===== src/design/plt_pkg.sv =====
`timescale 1ns / 1ps
`default_nettype none
// ----------------------------------------------------------------------------
// plt_pkg
// Shared codes for the positional list table: operation modes, result
// status codes and the per-cell shift command.
// ----------------------------------------------------------------------------
package plt_pkg;

  typedef enum logic [2:0] {
    MODE_APPEND = 3'd0,
    MODE_INSERT = 3'd1,
    MODE_REMOVE = 3'd2,
    MODE_GET    = 3'd3,
    MODE_FIND   = 3'd4
  } mode_t;

  typedef enum logic [1:0] {
    ST_OK    = 2'd0,
    ST_FULL  = 2'd1,
    ST_RANGE = 2'd2,
    ST_MISS  = 2'd3
  } status_t;

  // command broadcast to every cell of the chain
  typedef enum logic [1:0] {
    CELL_HOLD   = 2'd0,
    CELL_INSERT = 2'd1,
    CELL_REMOVE = 2'd2
  } cell_op_t;

endpackage
`default_nettype wire


===== src/design/plt_cell.sv =====
`timescale 1ns / 1ps
`default_nettype none
// ----------------------------------------------------------------------------
// plt_cell
// One list slot. Holds a word, shifts from its neighbor on insert/remove,
// and flags a match or a positional select for find/get.
// ----------------------------------------------------------------------------
module plt_cell import plt_pkg::*; #(
  parameter int WORD_WIDTH = 32,
  parameter int CNT_W      = 7,
  parameter int INDEX      = 0
) (
  input  wire logic                  clk,
  input  wire cell_op_t              op,
  input  wire logic [CNT_W-1:0]      pos,
  input  wire logic [CNT_W-1:0]      cnt,
  input  wire logic [WORD_WIDTH-1:0] key,
  input  wire logic [WORD_WIDTH-1:0] left_word,
  input  wire logic [WORD_WIDTH-1:0] right_word,
  output logic      [WORD_WIDTH-1:0] word,
  output logic                       match,
  output logic      [WORD_WIDTH-1:0] sel_word
);

  localparam logic [CNT_W:0] SELF_IDX = (CNT_W + 1)'(INDEX);
  localparam logic [CNT_W:0] NEXT_IDX = (CNT_W + 1)'(INDEX + 1);

  logic [CNT_W:0]      pos_x;
  logic [CNT_W:0]      cnt_x;
  logic [WORD_WIDTH-1:0] word_next;

  assign pos_x = {1'b0, pos};
  assign cnt_x = {1'b0, cnt};

  always_comb begin
    word_next = word;
    unique case (op)
      CELL_INSERT: begin
        if (SELF_IDX == pos_x) begin
          word_next = key;
        end else if (SELF_IDX > pos_x && SELF_IDX <= cnt_x) begin
          word_next = left_word;
        end
      end
      CELL_REMOVE: begin
        if (SELF_IDX >= pos_x && NEXT_IDX < cnt_x) begin
          word_next = right_word;
        end
      end
      default: begin
        word_next = word;
      end
    endcase
  end

  always_ff @(posedge clk) begin
    word <= word_next;
  end

  assign match    = (SELF_IDX < cnt_x) && (word == key);
  assign sel_word = (SELF_IDX == pos_x) ? word : '0;

endmodule
`default_nettype wire


===== config.mk =====
export PLATFORM = sky130hd
export DESIGN_NAME = plt_cell
export DESIGN_NICKNAME = d
export VERILOG_FILES = /design/src/design/plt_pkg.sv /design/src/design/plt_cell.sv
export SDC_FILE = /design/constraint.sdc
export NUM_CORES = 1
export LEC_CHECK = 0
export BUFFER_PORTS_ARGS = -buffer_cell sky130_fd_sc_hd__buf_2
export CAP_MARGIN = 5
export CORE_UTILIZATION = 29
export DETAILED_ROUTE_END_ITERATION = 7
export GPL_ROUTABILITY_DRIVEN = 0
export PLACE_DENSITY = 0.64
export SLEW_MARGIN = 25
export SYNTH_ARGS = -nofsm -noshare
export SYNTH_HDL_FRONTEND = slang
export SYNTH_SLANG_ARGS = --single-unit

===== constraint.sdc =====
create_clock -name clk -period 7.1 [get_ports clk]
set_clock_uncertainty 0.05 [all_clocks]
set_input_delay 1.065 -clock clk [delete_from_list [all_inputs] [get_ports clk]]
set_output_delay 1.065 -clock clk [all_outputs]
set_load 0.005 [all_outputs]

# Yosys cells after proc, flatten, opt, wreduce, memory -nomap -nowiden
# Cells that the tools add are included.
# word_totals
reg_bits,32
wordCells,22
# op_classes
n_lt_le_gt_ge,5
eq_ne,5
muxes,5
n_reduce_logical,6
# ops
operator,n
$mux W32,4
$pmux W32 S2,1
$eq A32 B32 Y1,1
$lt A1 B7 Y1 const A,2
$logic_not A8 Y1,1
$ge A1 B7 Y1 const A,1
$gt A1 B7 Y1 const A,1
$le A1 B7 Y1 const A,1
$logic_and A1 B1 Y1,3
$ne A3 B3 Y1 const B,1
$reduce_and A3 Y1,1
$eq A2 B1 Y1 const B,1
$eq A2 B2 Y1 const B,1
$ne A2 B2 Y1 const B,1
$reduce_bool A2 Y1,1

# Depth between registers and ports, before layout
# Gate-level depths: netlist (run 1).
# logic_depth
ltp_word,5
depth_mapped,6
ltp_nobuf,4

# Least setup slack after synthesis (run 1)
# No wires, ideal clock.
# synth_timing
path_type,input-to-reg
start,input port pos[5]
end,register word[0] (enable)
setup_ns,0.425
arrival_ns,3.579
required_ns,6.625
slack_ns,3.046
stages,5
path_buffers,2
path_cell_list,or4_4 nor4_4 buf_6 buf_6 nor2b_1
# synth_via
elab_chain_cells,4
# synth_lines
item,line_no,source
start: declaration,plt_cell.sv:15,"input wire logic [CNT_W-1:0] pos,"
$gt A1 B7 Y1 / $ge A1 B7 Y1 (equally long branches),"plt_cell.sv:41, plt_cell.sv:46",
$logic_and A1 B1 Y1 (on tied branches),"plt_cell.sv:41, plt_cell.sv:46",
$ne A3 B3 Y1 (no source line) / $ne A2 B2 Y1 (equally long branches),--,
$reduce_and A3 Y1 (no source line) *,--,
end signal: assignment,plt_cell.sv:57,word <= word_next;
end: declaration,plt_cell.sv:20,"output logic [WORD_WIDTH-1:0] word,"
# Mark *: on every way between the ends. The rest lies on a longest branch, timed or not.
# A chain may end at the register's enable or synchronous reset.

# Worst setup path in the final report (run 1)
# layout_timing
start,input port pos[5]
end,output port sel_word[28]
# layout_via
elab_chain_cells,2
# layout_lines
item,line_no,source
$logic_not A8 Y1,plt_cell.sv:61,assign sel_word = (SELF_IDX == pos_x) ? word : '0;
$mux W32,plt_cell.sv:61,
end: declaration,plt_cell.sv:22,output logic [WORD_WIDTH-1:0] sel_word
# Every way passes these cells.

==> results by group, run 1 <==
Run status
  – Status: finished, final reports clean

Pwr
  – VDD IR max: 54.6 µV
  – Sequential Power Share: a little under half
  – Proportion of power drawn by combinational gates: between 10% and 20%
  – PD cells: 136 mW/mm²
  – Internal power: ~350 µW
  – Leakage: ~1.5 nW
  – Switching power: ~100 µW
  – Clock power frac: a little under two fifths
  – Switching portion of total power: 22.5%

Yosys
  – Synth Instances: 227
  – Fraction of registers with async set/reset: 0%
  – Number of synthesized flops with an enable pin: 32
  – Largest cells by area after synthesis: edfxtp_1 42%, mux2i_1 14%, xor2_1 12%
  – FF+latch count, synth: 32
  – Main synth FF type: edfxtp_1
  – Warnings, synthesis: 0
  – Seq/Total Area, Yosys: 42.5%
  – Mapped Area: 0.00226 mm²
  – Count leader, synth: nand2_1
  – Syn Nets: 340
  – Yosys top cell by area: edfxtp_1
  – Top-area cell type share of the netlist area: 42.5%
  – Post-synthesis area per instance: 9.97 µm²
  – Netlist cell types: 18

Clock network
  – Cts hold-fix bufs: 0
  – Max clock buf depth: 2
  – Clk sinks: 32
  – Total CTS buffers: 5
  – H-tree depth: 2
  – Clock-pin slew on the worst setup and hold paths: 0.07 ns
  – Root Driver: clkbuf_8
  – CTS tree: built
  – Post_cts resized: 0
  – Post-CTS Setup Bufs: 0

Critical path
  – Critical Path RT: 5.98 ns
  – Crit-path max cell delay: 0.66 ns
  – Crit path DAT: 2.86 ns
  – Crit path cell chain: buf_2 -> or4_4 -> nor4_4 -> buf_4 -> and2_1 -> buf_2
  – CP Launch Type: primary input
  – CP max stage cell: buf_4
  – Crit-path max FO: 65
  – Worst Path Class, Setup: in2out
  – Setup crit end kind: output pin
  – Most Frequent Cell on Critical Path: buf_2

Detailed routing
  – Via count: 2,230
  – Met2 Wirelength: 3310 µm
  – Post-Route WL: 6630 µm
  – Wl on met1: about 2900 µm
  – Drt wl/cell: 13.3 µm
  – Post-route ant nets: 0
  – DR top layer: met4
  – Drc violations: 0
  – First-pass detailed-route iteration total: 5
  – Initial detailed-routing violation count: 75
  – Via-per-instance ratio: 4.47
  – Met3 wire length: approximately 420 µm

Global route
  – Vias in the first global route: 2,084
  – Gr ovfl total: 0
  – Global-route usage over all layers: 15.9%
  – Antenna violations before repair: 0
  – Pin count of the biggest net entering global routing: 66
  – Global-route wire length before repair: 10,300 µm

Timing
  – RSZ-0062 raised after global routing: no
  – Final worst setup slack: 3.12 ns
  – Hold Vio Cnt, Final: 0
  – Final setup violation count: 0
  – Tightest Pin Transition: between 0.9 and 1 ns
  – Final period utilization: 56.0%
  – Fmax: 0.251 GHz
  – Slew headroom: between 30% and 40%
  – Setup TNS: 0 ns
  – Min Tclk post-route: 3.98 ns
  – Slew Viols, Final: 0

Placed design
  – Worst slack, placed: 3.09 ns
  – Post-DP HPWL: roughly 5000 µm
  – Buffers on Ports: 177
  – DP Cell Count: 491

Cells and area
  – Share of layout cells above drive strength 1: 47.3%
  – Most flop-heavy register: word
  – Nets@finish: 512
  – Biggest regs: word (32)
  – Max FFs per register: 32
  – Syn-to-layout area delta: 47.2%
  – ANT cells: 0
  – Final non-filler cell total: 499

Die
  – Chip width: 90.3 µm
  – Cell row count: 31
  – Core box area: 0.00741 mm²
  – DIE AREA: 0.00816 mm²
  – Starting Density: a little under a third
  – Die Ht: 90.3 µm
  – IO Count: 178

Worst hold path
  – Hold crit path type: in2reg

Flow run
  – Max Cap Viol: 0
## power by group through the flow
stage | Sequential [mW] | Combinational, mW | Clock, mW
3_5_place_dp | 0.215 | 0.0726 | 0
5_1_grt | 0.211 | 0.0805 | 0.184
2_1_floorplan | 0.215 | 0.0296 | 0
3_3_place_gp | 0.215 | 0.0708 | 0
4_1_cts | 0.211 | 0.0727 | 0.177
6_report | 0.211 | 0.0715 | 0.170
## metal layers
| metal | track usage, % | up-vias |
|---|---|---|
| li1 | - | 1138 |
| met1 | 20.3 | 993 |
| met2 | 27.4 | 95 |
| met3 | 3.54 | 4 |
| met4 | 3.23 | 0 |
| met5 | 0 | - |
## placed cells by master, fill, tap and decap left out
cell       synthesis  routed
nor2b_4            0       2
mux2i_1           32      32
o21ai_1           32      32
nor4_4             1       1
xor2_1            32      32
nor2_1             2       2
buf_4              1       2
buf_2              0     177
nor2b_1            3       1
and2_1            32      32
clkinv_1           0       2
a21oi_1            1       1
bufinv_16          0       1
clkbuf_8           0       5
nand2_1           33      33
nor3_1             1       1
edfxtp_1          32      32
or4_4              1       1
nor4_1             9       9
nand4_1            2       2
## worst paths after layout
check / endpoint / cells past startpoint / slack (ns) / from
setup / recovery: sel_word[28] / 6 / 3.12 / pos[5]
hold / removal: word[14] / 3 / 1.01 / right_word[14]
## cell families (layout without fill, tap and decap cells)
kind of cell	Yosys count	in the layout	synth area share (%)
XOR/XNOR	32	32	12.4
AND/OR/NAND/NOR	84	84	20.2
multiplexers	32	32	14.2
flip-flops	32	32	42.5
buffers and inverters	14	187	3.48
AO/OA/AOI/OAI	33	33	7.30
## stage by stage
step / total power [mW] / cell area [µm²] / util, % / hold slack [ns]
5_1_grt: 0.476 / 3330 / 44.9 / 1.01
3_5_place_dp: 0.288 / 3220 / 43.5 / 1.30
6_report: 0.452 / 3330 / 44.9 / 1.01
3_3_place_gp: 0.286 / 3220 / 43.5 / 1.30
2_1_floorplan: 0.244 / 2260 / - / 1.21
4_1_cts: 0.460 / 3330 / 44.9 / 1.00
## worst max-delay path: cells and delay by family
| kind | cells | cell delay, ns |
|---|---|---|
| AND/OR/NAND/NOR | 3 | 0.91 |
| buffers and inverters | 3 | 0.87 |
## area by class of cell
type / count / area, µm²
flip-flops and latches: 32 / 961
clock buffers: 5 / 68.8
well taps: 99 / 124
clock inverters: 3 / 37.5
repair buffers: 179 / 901
multi-input cells: 181 / 1240
fillers: 747 / 4080
(Power assumes the default switching activity.)
==> run 2: changes to the inputs <==
--- a/config.mk
+++ b/config.mk
@@ -5,12 +5,13 @@
 export SDC_FILE = /design/constraint.sdc
 export NUM_CORES = 1
 export LEC_CHECK = 0
+export ABC_AREA = 1
 export BUFFER_PORTS_ARGS = -buffer_cell sky130_fd_sc_hd__buf_2
 export CAP_MARGIN = 5
 export CORE_UTILIZATION = 29
 export DETAILED_ROUTE_END_ITERATION = 7
 export GPL_ROUTABILITY_DRIVEN = 0
-export PLACE_DENSITY = 0.64
+export PLACE_DENSITY = 0.65
 export SLEW_MARGIN = 25
 export SYNTH_ARGS = -nofsm -noshare
 export SYNTH_HDL_FRONTEND = slang
==> constraint.sdc (replaced) <==
create_clock -name clk -period 3.6 [get_ports clk]
set_clock_uncertainty 0.05 [all_clocks]
set_input_delay 0.54 -clock clk [delete_from_list [all_inputs] [get_ports clk]]
set_output_delay 0.54 -clock clk [all_outputs]
set_load 0.005 [all_outputs]
==> run 2 against run 1 <==
  * Critical path type unchanged
  * Synthesized area increased by 8.8%
  * Critical path depth increased by 2
  * Non-clock buffer count increased by 2
  * Critical endpoint is now sel_word[2]
==> results by group, run 2 <==
Yosys
  – Seq/Total Area, Yosys: 39.0%
  – Largest cells by area after synthesis: edfxtp_1 39%, nand2_1 17%, nor2_1 13%
  – Top-area cell type share of the netlist area: approximately two fifths
  – Yosys top cell by area: edfxtp_1
  – Adder-cell share of the synthesized area: 0%
  – Main combinational cell family by area after synthesis: simple AND/OR/NAND/NOR gates
  – Simple-Gate Fraction of Synth Area: 31.7%
  – Fraction of registers with async set/reset: 0%
  – Mapped Area: 0.00246 mm²
  – Number of synthesized flops with an enable pin: 32
  – Mux cell area share after synthesis: 0%
  – Fraction of synthesized cell area in xor and xnor cells: 3.56%
  – Netlist cell types: 18
  – Main synth FF type: edfxtp_1
  – Post-synthesis area per instance: 6.38 µm²
  – Post-synth top cells: 110 x nand2_1, 87 x nor2_1, 65 x a21oi_1
  – Synth Instances: 386
  – Syn Nets: 499
  – Compound-Gate Fraction of Synth Area: a little over an eighth
  – FF+latch count, synth: 32
  – Count leader, synth: nand2_1
  – Warnings, synthesis: 0

Critical path
  – Critical Path RT: between 3 and 4 ns
  – Crit path DAT: about 1.9 ns
  – Crit-path max FO: 35
  – CP Launch Type: primary input
  – Worst Path Class, Setup: in2out
  – Setup crit end kind: output pin

Clock network
  – Total CTS buffers: 5
  – Clk sinks: 32
  – H-tree depth: 2
  – CTS tree: built
  – Cts hold-fix bufs: 0
  – Post-CTS Setup Bufs: 0
  – Root Driver: clkbuf_8
  – Max clock buf depth: 2
  – Post_cts resized: 0
  – Clock-pin slew on the worst setup and hold paths: 0.07 ns

Timing
  – Slew headroom: about 58%
  – Final setup violation count: 0
  – Min Tclk post-route: 2.49 ns
  – Hold Vio Cnt, Final: 0
  – Slew Viols, Final: 0
  – Tightest Pin Transition: 0.622 ns
  – RSZ-0062 raised after global routing: no
  – Fmax: 0.402 GHz
  – Final period utilization: 69.1%
  – Setup TNS: 0 ns

Global route
  – Pin count of the biggest net entering global routing: 36
  – Vias in the first global route: 2,682
  – Global-route wire length before repair: between 10,000 and 15,000 µm
  – Gr ovfl total: 0
  – Antenna violations before repair: 0
  – Global-route usage over all layers: roughly 18%

Cells and area
  – Nets@finish: 671
  – Biggest regs: word (32)
  – ANT cells: 0
  – Share of layout cells above drive strength 1: 34.6%
  – Syn-to-layout area delta: 43.0%
  – Max FFs per register: 32
  – Most common cell after layout, fill and taps aside: buf_2
  – Most frequent cells in the layout: 177 x buf_2, 110 x nand2_1, 87 x nor2_1
  – Most flop-heavy register: word

Detailed routing
  – Post-route ant nets: 0
  – Drc violations: 0
  – Initial detailed-routing violation count: 108
  – Post-Route WL: 8050 µm
  – Via-per-instance ratio: 4.45
  – Drt wl/cell: approximately 12 µm
  – Via count: just under 3k
  – First-pass detailed-route iteration total: 4

Die
  – DIE AREA: 0.00886 mm²
  – Die Ht: around 94 µm
  – Starting Density: 30.0%
  – Cell row count: 33
  – Chip width: 94.1 µm
  – IO Count: 178
  – Core box area: 0.00822 mm²

Flow run
  – Max Cap Viol: 0

Worst hold path
  – Hold crit path type: in2reg

Pwr
  – Total power: 844 µW
  – Leakage: roughly 2.0 nW
  – PD cells: 240 mW/mm²
  – VDD IR max: 111 µV

Placed design
  – Post-DP HPWL: 6200 µm
  – Buffers on Ports: 177

Run status
  – Status: finished, final reports clean
run 2: area by class of cell:
cell class                 instances  area (µm²)
clock inverter                     1        5.00
clock buffer                       6        72.6
multi-input combinational        280        1210
inverter                          58         218
fill                             899        4700
timing repair buffer             181         916
tap                              105         131
sequential                        32         961
run 2: metrics by stage:
| stage | hold slack, ns | util (%) | setup WS [ns] | cells | instance area [µm²] |
|---|---|---|---|---|---|
| finish | 0.533 | 42.8 | 1.11 | 663 | 3520 |
| global route | 0.520 | 42.8 | 0.977 | 663 | 3520 |
| CTS | 0.522 | 42.8 | 1.13 | 663 | 3520 |
| detailed placement | 0.817 | 41.9 | 1.13 | 656 | 3440 |
| global placement | 0.815 | 41.9 | 1.15 | 656 | 3440 |
| floorplan | 0.720 | - | 0.419 | 386 | 2460 |
run 2: cell families (layout without fill, tap and decap cells):
logic type / count (synthesis) / after routing
flops: 32 / 32
simple gates: 203 / 203
buf+inv: 74 / 246
compound gates: 67 / 67
xor+xnor: 10 / 10
run 2: power breakdown:
group / internal, mW / switching, mW / total, mW
logic: 0.0805 / 0.0848 / 0.165
clock network: 0.131 / 0.132 / 0.263
registers: 0.415 / 0.00103 / 0.416
run 2: worst max-delay path, cell delays in order:
cell and delay [ns]:
buf_2 0.08, nor2_1 0.03, nand2_1 0.09, nor2_4 0.05, inv_2 0.45, buf_4 0.42
nor2_1 0.07, buf_2 0.13
run 2: path summary, 6_finish.rpt:
check                          start     endpoint  slack [ns]  cells past startpoint
worst min-delay path  right_word[17]     word[17]        0.53                      3
worst max-delay path          pos[6]  sel_word[2]        1.11                      8
run 2: per-layer routing:
layer	track usage, %	vias up	wire, µm
met5	0	-	0
met4	4.49	0	64
met3	3.72	5	586
met2	31.4	129	3870
met1	22.2	1284	3530
li1	-	1530	-
